## config.mk

```make
export PLATFORM = sky130hd
export DESIGN_NAME = mtsq_sqrt
export DESIGN_NICKNAME = d
export VERILOG_FILES = /design/src/rtl/core/mtsq_sqrt.sv
export SDC_FILE = /design/constraint.sdc
export NUM_CORES = 2
export LEC_CHECK = 0
export BUFFER_PORTS_ARGS = -buffer_cell sky130_fd_sc_hd__clkbuf_2
export CORE_MARGIN = 3
export CORE_UTILIZATION = 40
export CTS_BUF_LIST = sky130_fd_sc_hd__clkbuf_8
export CTS_CLUSTER_SIZE = 8
export DETAILED_ROUTE_END_ITERATION = 8
export REMOVE_ABC_BUFFERS = 1
export SLEW_MARGIN = 5
export SYNTH_ARGS = -nofsm -noshare
export SYNTH_HDL_FRONTEND = slang
export SYNTH_MEMORY_MAX_BITS = 65536
export SYNTH_SLANG_ARGS = --single-unit
```

## constraint.sdc

```tcl
create_clock -name i_clk -period 6.9 [get_ports i_clk]
set_input_delay 1.035 -clock i_clk [delete_from_list [all_inputs] [get_ports i_clk]]
set_output_delay 1.035 -clock i_clk [all_outputs]
set_load 0.02 [all_outputs]
```

## src/rtl/core/mtsq_sqrt.sv

```systemverilog
// Pipelined floor integer square root, one root bit per register stage.
module mtsq_sqrt #(
    parameter int IN_W  = 64,
    parameter int OUT_W = IN_W / 2
) (
    input  logic             i_clk,
    input  logic             i_en,
    input  logic [IN_W-1:0]  i_val,
    output logic [OUT_W-1:0] o_root
);
    localparam int REM_W = OUT_W + 2;

    logic [IN_W-1:0]  r_val  [OUT_W];
    logic [REM_W-1:0] r_rem  [OUT_W];
    logic [OUT_W-1:0] r_root [OUT_W];
    logic [IN_W-1:0]  n_val  [OUT_W];
    logic [REM_W-1:0] n_rem  [OUT_W];
    logic [OUT_W-1:0] n_root [OUT_W];

    always_comb begin
        logic [IN_W-1:0]  v_in;
        logic [REM_W-1:0] rem_in;
        logic [OUT_W-1:0] root_in;
        logic [REM_W-1:0] t_rem;
        logic [REM_W-1:0] trial;
        for (int k = 0; k < OUT_W; k++) begin
            if (k == 0) begin
                v_in    = i_val;
                rem_in  = '0;
                root_in = '0;
            end else begin
                v_in    = r_val[k-1];
                rem_in  = r_rem[k-1];
                root_in = r_root[k-1];
            end
            t_rem = {rem_in[REM_W-3:0], v_in[IN_W-1 -: 2]};
            trial = {root_in, 2'b01};
            n_val[k] = {v_in[IN_W-3:0], 2'b00};
            if (t_rem >= trial) begin
                n_rem[k]  = t_rem - trial;
                n_root[k] = {root_in[OUT_W-2:0], 1'b1};
            end else begin
                n_rem[k]  = t_rem;
                n_root[k] = {root_in[OUT_W-2:0], 1'b0};
            end
        end
    end

    always_ff @(posedge i_clk) begin
        if (i_en) begin
            for (int k = 0; k < OUT_W; k++) begin
                r_val[k]  <= n_val[k];
                r_rem[k]  <= n_rem[k];
                r_root[k] <= n_root[k];
            end
        end
    end

    assign o_root = r_root[OUT_W-1];
endmodule

```

## Word level (Yosys, flattened, before mapping)

Memories as Yosys holds them, arrays and structs flattened.
Index checks and enable logic that the tools add are counted.

| operators by class | value |
|---|---|
| add/sub/neg operators | 32 |
| magnitude comparators | 32 |
| mux-type cells | 66 |

Operators with widths:

| operator | count |
|---|---|
| $mux 34 | 32 |
| $ge 34x34->1 | 31 |
| $sub 34x34->34 | 31 |
| $mux 1 | 34 |
| $sub 2x1->3 const B | 1 |
| $ge 2x1->1 const B | 1 |

| word-level totals | value |
|---|---|
| flip-flop bits (word level) | 0 |
| bits in writable memories | 4096 |
| bits of input ports | 66 |
| logic and storage cells | 133 |
| memories | 3 |

Memories:

| memory | depth | bits a word | rd ports | clocked after Yosys merged registers in | wr ports | RTL line | RTL |
|---|---|---|---|---|---|---|---|
| r_val | 32 | 62 | 31 | 0 | 32 | 13 | `logic [IN_W-1:0] r_val [OUT_W];` |
| r_rem | 32 | 34 | 31 | 0 | 32 | 14 | `logic [REM_W-1:0] r_rem [OUT_W];` |
| r_root | 32 | 32 | 32 | 0 | 32 | 15 | `logic [OUT_W-1:0] r_root [OUT_W];` |

## Logic depth before layout (Yosys ltp)

An unclocked memory read counts as a cell.

| depth | value |
|---|---|
| depth in word-level cells | 3 |
| gate-level depth with buffers | 15 |
| mapped depth without buffers | 13 |

## Worst setup path before layout

Ideal clock, no wire load.

| timing | value |
|---|---|
| path kind | register -> register |
| from | mem r_rem[1][102] in the netlist's numbering |
| to | mem r_rem[1][149] in the netlist's numbering, data pin |
| setup time | 0.260 ns |
| arrival time | 3.081 ns |
| slack | 3.559 ns |
| cell stages (with the launch flop) | 12 |
| path buffers | 2 |
| period minus slack after synthesis | 3.341 ns |
| cells stage by stage | edfxtp_1 -> ha_1 -> nor2b_1 -> o2111ai_1 -> and3_1 -> o31ai_1 -> a311oi_1 -> o31ai_1 -> or2_2 -> clkbuf_1 -> clkbuf_1 -> mux2_2 |

RTL lines:

| item | RTL line |
|---|---|
| start: declaration | 14 |

==> out/results.ini <==
[run_status]
run_status=finished, final reports clean

[clock_tree]
post_cts_buffers=0
clk_transition_reported_paths_ns=0.06
holdBufCountCts=8
clock_sinks=2465
clock-root-buffer=clkbuf_8
clock_latency_ns=1.03
numCtsBuffers=419
cts_tree=built
ctsResizeCount=0
cts_buffer_depth=4
htree_num_levels=5

[timing]
skew_ns=0.07643
rsz0062_at_grt=false
worstMarginPinSlew_ns=1.242
setup_viol=0
max_freq_ghz=0.2180
setup_ws_ns=2.312
finalHoldViolCount=0
timing.final.crit_share=0.6649
relSlewSlack=0.1643
period_needed_ns=4.588
hold_slack_ns=0.1875
slew_viol_final=0

[worst_hold_path]
hp-class=primary input to register

[worst_setup_path]
crit_path_frequent_cell=or4_1
r2r_slack_ns=2.31
critical_path_class=register to register
worstPathArrival_ns=5.35
slowest_stage=or4_1
path_max_fanout=31
crit_family=simple AND/OR/NAND/NOR gates
crit_required_ns=7.67
cp-start-kind=register
slowest_delay_ns=0.89
critPathCaptureType=register
cp_cell_sequence=ha_1 > nand2_1 > or4_1 > nor4_1 > or4_1 > or4_1 > nand3_1 > nor4b_1 > xor2_1
cp_num_buf_inv=0

[power_and_ir_drop]
p_leak_nw=48.66
powerDensity_mw_per_mm2=320.1
combPwrFrac=0.214
swShare=0.2927
clkPwrFrac=0.290
pwr-share-seq=0.496
max-vdd-ir-drop_mv=0.1729
p_sw_mw=11.89
internal-power_mw=28.72

[global_routing]
overflow=0
first_global_vias=69100
grt_pass1_wl_um=361500
grt_max_degree=189
antenna_found_initial=5
grt_usage=0.1513

[placement]
preCtsSetupSlack_ns=2.196
dp.cells=12470
port_buffers=97
globalplace.congestion=0.9377
dp_hpwl_um=157500
postPlaceCellArea_mm2=0.1193

[synthesis]
ys_seq_elements=2465
async_flop_share=0
synth_edf_count=2465
netlist_instances=8723
yosys_warnings=0
yosysUniqueCellTypes=90
synthesis.area_mm2=0.1141
synth_seq_area_share=0.6488
syn_avg_cell_area_um2=13.08
synth_flop_cell=edfxtp_1

[drt]
vias=68200
wire_per_inst_um=17.18
ant_nets=0
wl_um=227000
dr.pass1.iters=6
drtIter0Drc=4363
drc=0
via_per_inst=5.162

[die]
ios=98
rows=195
coreArea_mm2=0.2830
start_util=0.4031
dieArea_mm2=0.2917
fp.dieH_um=540.1
fp.dieW_um=540.1

[layout]
finalNetCount=9781
stdcell_count=13210
drive_above_1_share=0.08926
fillers=25250
final_cell_area_mm2=0.1269
flow.area_growth_from_synthesis_pct=11.22

[flow_run]
maxCapViolCount=0

[final timing paths]
| check | start | end | depth (start not counted) |
|---|---|---|---|
| setup / recovery | r_rem[0][455] | r_rem[0][505] | 9 |
| hold / removal | i_val[19] | r_val[0][19] | 1 |
| setup reg to reg | r_rem[0][455] | r_rem[0][505] | 9 |
| hold reg to reg | r_val[0][606] | r_val[0][670] | 0 |
[synthesized netlist by cell type (35+ instances only)]
library cell  instances  share of area
edfxtp_1           2465           0.65
inv_1               716          0.024
nand2_1             594          0.020
ha_1                561          0.062
a21oi_1             508          0.022
nor2_1              507          0.017
o21ai_0             454          0.020
xor2_1              412          0.032
xnor2_1             357          0.027
nor3_1              231          0.010
a21o_1              215          0.014
nand3_1             149         0.0065
clkbuf_1            128         0.0042
o21a_1              110         0.0072
nand4_1             107         0.0059
nand2b_1            101         0.0055
nor4_1              100         0.0055
mux2_2               98         0.0097
or3_1                89         0.0049
nor2b_1              83         0.0046
o31ai_1              71         0.0047
o21bai_1             60         0.0039
or4_1                50         0.0033
a211oi_1             45         0.0030
or2_2                42         0.0023
and3_1               39         0.0021
o211ai_1             36         0.0024
a31oi_1              35         0.0019
[area by class of cell]
| class | count | area, um2 | share of cell area |
|---|---|---|---|
| Antenna cell | 2 | 5.005 | 0.00003944 |
| Clock buffer | 422 | 5808 | 0.04577 |
| Clock inverter | 312 | 1658 | 0.01306 |
| Inverter | 716 | 2688 | 0.02118 |
| Multi-Input combinational cell | 5392 | 36870 | 0.2906 |
| Sequential cell | 2465 | 74020 | 0.5833 |
| Tap cell | 3743 | 4683 | 0.03691 |
| Timing Repair Buffer | 160 | 1156 | 0.009111 |
[kinds of logic after synthesis]
family / synth area share
and+or+nand+nor: 0.09687
buffers and inverters: 0.02888
adders and majority gates: 0.06153
xor gates and xnor gates: 0.05904
DFF: 0.6488
AOI/OAI and AO/OA: 0.09421
muxes: 0.01064
other: 0.00003287
[power by group through the flow]
stage,Clock (mW),Combinational (mW),Sequential [mW]
6_report,11.8,8.70,20.1
5_1_grt,13.0,9.73,20.3
4_1_cts,12.4,8.72,20.1
3_5_place_dp,0,8.65,20.4
3_3_place_gp,0,8.46,20.4
2_1_floorplan,0,6.47,20.0
[per-stage QoR]
| stage | total power [mW] | setup TNS (ns) | util |
|---|---|---|---|
| 6_report | 40.61 | 0 | 0.4484 |
| 2_1_floorplan | 26.43 | -1.166 | - |
| 4_1_cts | 41.25 | 0 | 0.4483 |
| 3_3_place_gp | 28.88 | 0 | 0.4217 |
| 3_5_place_dp | 29.07 | 0 | 0.4217 |
| 5_1_grt | 43.09 | 0 | 0.4484 |
[metal layers]
layer | GRT usage | share of wire | vias up
met5 | 0 | 0.000057 | -
met4 | 0.07448 | 0.046 | 2
met3 | 0.02229 | 0.041 | 602
met2 | 0.2597 | 0.49 | 1598
met1 | 0.1864 | 0.42 | 32720
li1 | - | - | 33280
[state kept, by name, indices dropped and copies added, names as in the netlist]
register and flops:
r_val 992, r_rem 945, r_root 528
[layout by cell type, fill, tap and decap left out, types with 36 or more instances in the layout]
cell type	instances
edfxtp_1	2465
o21a_1	110
ha_1	561
inv_1	857
nand2b_1	101
a21o_1	215
nand2_1	594
xor2_1	412
and3_1	39
or3_1	89
nor3_1	228
o21ai_0	454
mux2_2	98
a21oi_1	507
clkbuf_2	96
nor2b_1	83
clkinv_2	38
or2_2	42
o21bai_1	60
nand3_1	149
o211ai_1	36
a211oi_1	45
or4_1	50
clkbuf_8	422
o31ai_1	71
buf_4	42
clkinv_1	96
nor2_1	505
nand4_1	107
nor4_1	100
xnor2_1	357
Note: power is estimated with default switching activity, not from simulation.
